**src/hdl/hkne_pkg.sv**
```systemverilog
// Shared types, keycodes and key decoding for the keypad number entry block
package hkne_pkg;

  localparam int KEY_W   = 8;
  localparam int DIGIT_W = 4;
  localparam int COUNT_W = 3;

  // HID usage codes of interest
  localparam logic [KEY_W-1:0] KEY_NONE      = 8'h00;
  localparam logic [KEY_W-1:0] KEY_ROLLOVER  = 8'h01;
  localparam logic [KEY_W-1:0] KEY_DIGIT_1   = 8'h1E;
  localparam logic [KEY_W-1:0] KEY_DIGIT_9   = 8'h26;
  localparam logic [KEY_W-1:0] KEY_DIGIT_0   = 8'h27;
  localparam logic [KEY_W-1:0] KEY_ENTER     = 8'h28;
  localparam logic [KEY_W-1:0] KEY_BACKSPACE = 8'h2A;
  localparam logic [KEY_W-1:0] KEY_KP_ENTER  = 8'h58;
  localparam logic [KEY_W-1:0] KEY_KP_1      = 8'h59;
  localparam logic [KEY_W-1:0] KEY_KP_9      = 8'h61;
  localparam logic [KEY_W-1:0] KEY_KP_0      = 8'h62;

  typedef enum logic [1:0] {
    KC_NONE,
    KC_DIGIT,
    KC_ENTER,
    KC_BACK
  } key_class_t;

  // What one lane found in its key slot
  typedef struct packed {
    logic                 active;
    key_class_t           cls;
    logic [DIGIT_W-1:0]   value;
  } lane_res_t;

  typedef enum logic [1:0] {
    SQ_IDLE,
    SQ_SLOT,
    SQ_FETCH,
    SQ_EMIT
  } seq_state_t;

  function automatic key_class_t key_class(input logic [KEY_W-1:0] code);
    key_class_t cls;
    cls = KC_NONE;
    if ((code >= KEY_DIGIT_1 && code <= KEY_DIGIT_0) ||
        (code >= KEY_KP_1 && code <= KEY_KP_0)) begin
      cls = KC_DIGIT;
    end else if (code == KEY_ENTER || code == KEY_KP_ENTER) begin
      cls = KC_ENTER;
    end else if (code == KEY_BACKSPACE) begin
      cls = KC_BACK;
    end
    return cls;
  endfunction

  // Digit value; zero keys and non-digits give 0
  function automatic logic [DIGIT_W-1:0] key_value(input logic [KEY_W-1:0] code);
    logic [KEY_W-1:0] diff;
    logic [DIGIT_W-1:0] val;
    diff = '0;
    val  = '0;
    if (code >= KEY_DIGIT_1 && code <= KEY_DIGIT_9) begin
      diff = code - (KEY_DIGIT_1 - 8'd1);
      val  = diff[DIGIT_W-1:0];
    end else if (code >= KEY_KP_1 && code <= KEY_KP_9) begin
      diff = code - (KEY_KP_1 - 8'd1);
      val  = diff[DIGIT_W-1:0];
    end
    return val;
  endfunction

endpackage

```
**src/hdl/hkne_lane.sv**
```systemverilog
// One key slot lane: newness check against the previous report and key decode
module hkne_lane
  import hkne_pkg::*;
#(
  parameter int KEY_SLOTS = 6
) (
  input  logic             slot_on,
  input  logic [KEY_W-1:0] code,
  input  logic [KEY_W-1:0] prev [KEY_SLOTS],
  output lane_res_t        res
);

  logic seen;

  // Look for the code in every slot of the previous report
  always_comb begin
    seen = 1'b0;
    for (int j = 0; j < KEY_SLOTS; j++) begin
      if (prev[j] == code) seen = 1'b1;
    end
  end

  // Flag a fresh key and decode it
  always_comb begin
    res.active = slot_on && (code != KEY_NONE) && (code != KEY_ROLLOVER) && !seen;
    res.cls    = key_class(code);
    res.value  = key_value(code);
  end

endmodule

```
**src/hdl/hkne_seq.sv**
```systemverilog
// Merging sequencer: applies lane results in slot order, holds the digit store
module hkne_seq
  import hkne_pkg::*;
#(
  parameter int KEY_SLOTS  = 6,
  parameter int MAX_DIGITS = 31
) (
  input  logic               clk,
  input  logic               rst,
  input  logic               start,
  input  lane_res_t          lanes [KEY_SLOTS],
  output logic               busy,
  output logic               out_valid,
  input  logic               out_ready,
  output logic [DIGIT_W-1:0] out_digit,
  output logic               out_last
);

  localparam int ADDR_W = (MAX_DIGITS > 1) ? $clog2(MAX_DIGITS) : 1;
  localparam int LEN_W  = $clog2(MAX_DIGITS + 1);
  localparam int SLOT_W = (KEY_SLOTS > 1) ? $clog2(KEY_SLOTS) : 1;
  localparam logic [LEN_W-1:0]  LEN_MAX   = LEN_W'(MAX_DIGITS);
  localparam logic [SLOT_W-1:0] SLOT_LAST = SLOT_W'(KEY_SLOTS - 1);

  seq_state_t          state, state_next;
  lane_res_t           slots [KEY_SLOTS];
  logic [SLOT_W-1:0]   idx, idx_next;
  logic [LEN_W-1:0]    len, len_next;
  logic [ADDR_W-1:0]   k, k_next;
  logic [ADDR_W-1:0]   rd_addr;
  logic [DIGIT_W-1:0]  rd_data;
  logic [DIGIT_W-1:0]  mem [MAX_DIGITS];
  logic                wr_en;
  logic                load;
  logic                k_last;
  lane_res_t           cur;

  assign cur    = slots[idx];
  assign load   = (state == SQ_EMIT) && (!out_valid || out_ready);
  assign k_last = ((LEN_W'(k) + LEN_W'(1)) == len);
  assign busy   = (state != SQ_IDLE);

  // Next state
  always_comb begin
    state_next = state;
    case (state)
      SQ_IDLE: begin
        if (start) state_next = SQ_SLOT;
      end
      SQ_SLOT: begin
        if (cur.active && cur.cls == KC_ENTER && len != '0) begin
          state_next = SQ_FETCH;
        end else if (idx == SLOT_LAST) begin
          state_next = SQ_IDLE;
        end
      end
      SQ_FETCH: state_next = SQ_EMIT;
      SQ_EMIT: begin
        if (load && k_last) begin
          state_next = (idx == SLOT_LAST) ? SQ_IDLE : SQ_SLOT;
        end
      end
      default: state_next = SQ_IDLE;
    endcase
  end

  // Datapath controls
  always_comb begin
    idx_next = idx;
    len_next = len;
    k_next   = k;
    wr_en    = 1'b0;
    rd_addr  = k;
    case (state)
      SQ_IDLE: begin
        idx_next = '0;
      end
      SQ_SLOT: begin
        if (cur.active && cur.cls == KC_DIGIT && len < LEN_MAX) begin
          wr_en    = 1'b1;
          len_next = len + LEN_W'(1);
        end else if (cur.active && cur.cls == KC_BACK && len != '0) begin
          len_next = len - LEN_W'(1);
        end
        if (!(cur.active && cur.cls == KC_ENTER && len != '0) && idx != SLOT_LAST) begin
          idx_next = idx + SLOT_W'(1);
        end
      end
      SQ_FETCH: begin
        k_next  = '0;
        rd_addr = '0;
      end
      SQ_EMIT: begin
        if (load) begin
          k_next  = k + ADDR_W'(1);
          rd_addr = k + ADDR_W'(1);
          if (k_last) begin
            len_next = '0;
            if (idx != SLOT_LAST) idx_next = idx + SLOT_W'(1);
          end
        end
      end
      default: begin
        idx_next = '0;
      end
    endcase
  end

  // Control registers
  always_ff @(posedge clk) begin
    if (rst) begin
      state     <= SQ_IDLE;
      len       <= '0;
      out_valid <= 1'b0;
    end else begin
      state <= state_next;
      len   <= len_next;
      if (load) begin
        out_valid <= 1'b1;
      end else if (out_ready) begin
        out_valid <= 1'b0;
      end
    end
  end

  // Slot results, counters and output payload
  always_ff @(posedge clk) begin
    idx <= idx_next;
    k   <= k_next;
    if (start && state == SQ_IDLE) slots <= lanes;
    if (load) begin
      out_digit <= rd_data;
      out_last  <= k_last;
    end
  end

  // Digit store: one write port, one registered read port
  always_ff @(posedge clk) begin
    if (wr_en) mem[len[ADDR_W-1:0]] <= cur.value;
    rd_data <= mem[rd_addr];
  end

endmodule

```
**src/hdl/hid_keypad_number_entry_unit.sv**
```systemverilog
// Top level of the keypad number entry block: input channel, lanes and sequencer
//
// Takes one boot-protocol keyboard report or a disconnect per item and returns
// the digits of each number closed by Enter, one item per digit, last marking
// the final one. A disconnect, or a report with a zero key count, does not
// start the slot walk. For any other report the lanes judge all slots at once
// and the sequencer applies them one a cycle, but each Enter that flushes
// digits holds the walk while they are read out of the digit store one by
// one, since it has one read port, and while the output stalls. The worst case
// report with the default sizes flushes 35 digits over two Enters. The output
// register lets the next report be taken while the last digit still waits.
module hid_keypad_number_entry_unit
  import hkne_pkg::*;
#(
  parameter int MAX_DIGITS = 31,
  parameter int KEY_SLOTS  = 6
) (
  input  logic               clk,
  input  logic               rst,
  input  logic               in_valid,
  output logic               in_ready,
  input  logic               opcode,
  input  logic [COUNT_W-1:0] slots_used,
  input  logic [KEY_W-1:0]   key_0,
  input  logic [KEY_W-1:0]   key_1,
  input  logic [KEY_W-1:0]   key_2,
  input  logic [KEY_W-1:0]   key_3,
  input  logic [KEY_W-1:0]   key_4,
  input  logic [KEY_W-1:0]   key_5,
  output logic               out_valid,
  input  logic               out_ready,
  output logic [DIGIT_W-1:0] digit,
  output logic               last
);

  localparam logic [COUNT_W-1:0] SLOTS_C = COUNT_W'(KEY_SLOTS);

  logic [KEY_W-1:0]   keys [6];
  logic [KEY_W-1:0]   prev [KEY_SLOTS];
  logic [COUNT_W-1:0] count;
  logic               accept;
  logic               start;
  logic               busy;
  lane_res_t          lanes [KEY_SLOTS];

  assign keys[0] = key_0;
  assign keys[1] = key_1;
  assign keys[2] = key_2;
  assign keys[3] = key_3;
  assign keys[4] = key_4;
  assign keys[5] = key_5;

  // Saturate the slot count and qualify the item
  assign count    = (slots_used > SLOTS_C) ? SLOTS_C : slots_used;
  assign in_ready = !busy;
  assign accept   = in_valid && in_ready;
  assign start    = accept && !opcode && (slots_used != '0);

  // One lane per key slot
  for (genvar i = 0; i < KEY_SLOTS; i++) begin : g_lane
    hkne_lane #(
      .KEY_SLOTS (KEY_SLOTS)
    ) u_lane (
      .slot_on (COUNT_W'(i) < count),
      .code    (keys[i]),
      .prev    (prev),
      .res     (lanes[i])
    );
  end

  // Replace the previous-key set on a report with a nonzero key count, clear it on disconnect
  always_ff @(posedge clk) begin
    if (rst) begin
      for (int j = 0; j < KEY_SLOTS; j++) prev[j] <= '0;
    end else if (accept && opcode) begin
      for (int j = 0; j < KEY_SLOTS; j++) prev[j] <= '0;
    end else if (start) begin
      for (int j = 0; j < KEY_SLOTS; j++) begin
        prev[j] <= (COUNT_W'(j) < count) ? keys[j] : '0;
      end
    end
  end

  hkne_seq #(
    .KEY_SLOTS  (KEY_SLOTS),
    .MAX_DIGITS (MAX_DIGITS)
  ) u_seq (
    .clk       (clk),
    .rst       (rst),
    .start     (start),
    .lanes     (lanes),
    .busy      (busy),
    .out_valid (out_valid),
    .out_ready (out_ready),
    .out_digit (digit),
    .out_last  (last)
  );

endmodule

```
**config.mk**
```make
export PLATFORM = sky130hd
export DESIGN_NAME = hid_keypad_number_entry_unit
export DESIGN_NICKNAME = d
export VERILOG_FILES = /design/src/hdl/hkne_pkg.sv /design/src/hdl/hkne_lane.sv /design/src/hdl/hkne_seq.sv /design/src/hdl/hid_keypad_number_entry_unit.sv
export SDC_FILE = /design/constraint.sdc
export NUM_CORES = 1
export LEC_CHECK = 0
export ABC_AREA = 1
export BUFFER_PORTS_ARGS = -buffer_cell sky130_fd_sc_hd__buf_2
export CAP_MARGIN = 20
export CORE_ASPECT_RATIO = 1.4
export CORE_UTILIZATION = 45
export CTS_CLUSTER_SIZE = 20
export DETAILED_ROUTE_END_ITERATION = 7
export PLACE_DENSITY = 0.65
export SYNTH_ARGS = -nofsm -noshare
export SYNTH_HDL_FRONTEND = slang
export SYNTH_HIERARCHICAL = 1
export SYNTH_SLANG_ARGS = --single-unit
```
**constraint.sdc**
```tcl
create_clock -name clk -period 4.25 [get_ports clk]
set_input_delay 0.425 -clock clk [delete_from_list [all_inputs] [get_ports clk]]
set_output_delay 0.425 -clock clk [all_outputs]
set_load 0.05 [all_outputs]
```
==> summary.txt <==
Drt
  – Routed wire length: 54500 microns
  – Via-to-Cell Ratio: 5.18
  – ANT nets after route: 0
  – Pre-Repair DR Iteration Count: 5
  – Total number of vias: 16100
  – Initial drt markers: 1256
  – DR DRC count: 0
  – Post-DR wirelength/cell: 17.5 microns

STA
  – Final Skew: 0.00979 ns
  – Final period util: 0.682
  – Setup TNS: 0 ns
  – Pins over their slew limit: 0
  – Tightest Pin Transition: 1.05 ns
  – Fmax: 345 MHz
  – Slew HR: 0.301
  – RSZ-0062 raised after global routing: false
  – Hold WS: 0.0821 ns
  – Final min period: 2.90 ns
  – Final setup viols: 0
  – Hold Vio Cnt, Final: 0

Clocking
  – Postcts setup bufs: 0
  – CTS tree: yes
  – Root buffer cell: clkbuf_16
  – # clock sinks: 239
  – Hold-fix buffers, CTS: 0
  – CTS Buf Count: 27
  – # H-tree levels: 1
  – Max clock buf depth: 3
  – Post_cts resized: 0
  – Clk_lat worst skew: 0.54 ns
  – Clock transition at path regs: 0.06 ns

Placement
  – Post-DP HPWL: 40400 microns
  – Port Buffers: 62
  – Gpl congestion: 0.956

Critical path
  – Worst EP required: 4.73 ns
  – Worst r2r dst: u_seq/len[4]$_SDFFE_PP0P_
  – R2r setup slk: 1.35 ns
  – CP arrival: 3.38 ns
  – Worst setup SP type: flip-flop
  – FF-to-FF path depth: 20
  – Crit path kind: flip-flop to flip-flop
  – R2R Path Start: u_seq/idx[0]$_SDFFCE_PN0P_
  – CP endpoint kind: flip-flop
  – Worst-path maximum fanout: 21

Yosys
  – Sequential area share after synthesis: 0.368
  – Mapped Cells: 2566
  – Yosys Warn Count: 6
  – Top cell type's share of synthesized area: 0.295
  – FF+latch count, synth: 239
  – Netlist Area Pre-Place: 17700 sq um
  – Net Count, Synth: 2647
  – Avg Inst Size Synth: 6.91 sq um
  – Synth area leader: edfxtp_1
  – Post-synth cell types: 44
  – Synth area leaders: edfxtp_1 29%, nand2_1 21%, dfxtp_1 7.3%

Worst hold path
  – Start point of the worst min-delay path: rst
  – WHS Path Cells: 2
  – Min-Delay Path Class: primary input to flip-flop

Power
  – Pwr dens: 390 nW/um^2
  – Leak pwr: 7.86 nW
  – Worst VDD drop: 0.000325 V

Cells and area
  – Final-stage net count: 2656
  – Share of cells above drive strength 1: 0.0998
  – Synthesis-to-layout area growth: 6.97%
  – Number of fill cells: 3917

Outcome
  – Status: finished, final reports clean

Die
  – Initial Util: 0.459
  – Top Ports: 63
  – Die area: 40200 sq um
  – Core area: 38600 sq um
  – Die width: 170 microns
  – Die height: 237 microns
  – FP Rows: 85

Global route
  – Initial antenna violation count: 1
  – Number of global-route vias before repair: 15000
  – Total global-route track usage: 0.270
  – First-pass GRT wire length: 83000 microns
  – Largest net degree at the start of global routing: 51
  – Grt ovf: 0

Run
  – Total of max-cap violations: 0
area by class of cell:
cell class / instances / area [sq um] / area share
multi-input combinational: 1889 / 9160 / 0.483
tap: 522 / 653 / 0.0344
timing repair buffer: 71 / 378 / 0.0199
clock buffer: 33 / 698 / 0.0368
sequential: 239 / 6530 / 0.344
inverter: 347 / 1360 / 0.0715
antenna: 1 / 2.50 / 0.000132
clock inverter: 16 / 201 / 0.0106
cell families after synthesis:
| family | count (synthesis) | synth area share |
|---|---|---|
| AOI/OAI and AO/OA | 172 | 0.0691 |
| xor gates and xnor gates | 123 | 0.0607 |
| adders and majority gates | 25 | 0.0181 |
| buffers and inverters | 438 | 0.118 |
| DFF | 239 | 0.368 |
| and+or+nand+nor | 1569 | 0.366 |
per-stage QoR:
stage / std cells / setup WS, ns / utilization / power (mW) / cell area, sq um
CTS: 3117 / 1.36 / 0.491 / 7.44 / 19000
global route: 3118 / 1.02 / 0.491 / 7.77 / 19000
global placement: 3068 / 1.37 / 0.468 / 5.04 / 18100
floorplan: 2566 / 0.516 / - / 4.50 / 17700
detailed placement: 3068 / 1.28 / 0.468 / 5.07 / 18100
finish: 3118 / 1.35 / 0.491 / 7.41 / 19000
metal layers:
metal  GRT usage  share of wire
met1       0.296           0.37
met4       0.174          0.071
met3      0.0269          0.047
met5           0              0
met2       0.489           0.51
registers in the layout, summed over array words and instances, names as in the netlist, named ones only:
register,flops
u_seq/out_last,1
u_seq/k,5
u_seq/mem,124
u_seq/idx,3
u_seq/state,1
u_seq/rd_data,4
prev,48
u_seq/len,5
u_seq/out_valid,1
u_seq/slots,42
u_seq/out_digit,4
power by group:
part / switching, mW / internal, mW
sequential: 0.196 / 2.77
combinational: 1.45 / 0.620
clock: 0.952 / 1.42
synthesized netlist by cell type (all sizes together):
master  count
nand2    1005
inv       333
nor2      305
nand3     199
edfxtp    174
xnor2     104
buf        85
dfxtp      65
o21ai      61
a21oi      56
o211ai     28
nor3       26
ha         24
nand4      21
xor2       19
clkinv     14
o22ai      14
or2        11
a31oi       7
clkbuf      6
o21a        6
and3        1
fa          1
nand3b      1
cell usage in the layout, fill, tap and decap left out, drive strengths merged, types with 14 or more instances in the layout:
| cell | synthesis | final |
|---|---|---|
| a21oi | 56 | 56 |
| buf | 85 | 71 |
| clkbuf | 6 | 33 |
| clkinv | 14 | 20 |
| dfxtp | 65 | 65 |
| edfxtp | 174 | 174 |
| ha | 24 | 24 |
| inv | 333 | 336 |
| nand2 | 1005 | 1005 |
| nand3 | 199 | 199 |
| nand4 | 21 | 21 |
| nor2 | 305 | 305 |
| nor3 | 26 | 26 |
| o211ai | 28 | 28 |
| o21ai | 61 | 61 |
| o22ai | 14 | 14 |
| xnor2 | 104 | 104 |
| xor2 | 19 | 19 |
critical path, stage by stage (launching register included):
cell and delay (ns):
edfxtp_1 0.38, inv_1 0.43, nand2_1 0.10, nand3_1 0.09, nand3_1 0.08, nand2_1 0.09
nand2_1 0.07, inv_1 0.07, nand2_1 0.15, fa_1 0.42, nand2_1 0.07, inv_1 0.04
o21ai_0 0.14, nand2_1 0.08, xor2_1 0.18, inv_1 0.06, nand2_1 0.07, nand3_1 0.07
nand3_1 0.07, nand2_1 0.05, nor2_1 0.10
worst max path at each step:
stage	from	to	slack, ns	cells after the start
after CTS	u_seq/idx[0]$_SDFFCE_PN0P_	u_seq/len[4]$_SDFFE_PP0P_	1.36	20
after floorplan	u_seq/state[0]$_SDFFE_PP0P_	u_seq/slots[0]$_DFFE_PP_	0.52	9
after detailed placement	out_ready	u_seq/rd_data[3]$_DFF_P_	1.28	15
final	u_seq/idx[0]$_SDFFCE_PN0P_	u_seq/len[4]$_SDFFE_PP0P_	1.35	20
after global placement	out_ready	u_seq/rd_data[0]$_DFF_P_	1.37	14
after global routing	u_seq/idx[0]$_SDFFCE_PN0P_	u_seq/len[4]$_SDFFE_PP0P_	1.02	20
Power figures use the tool's default switching activity.
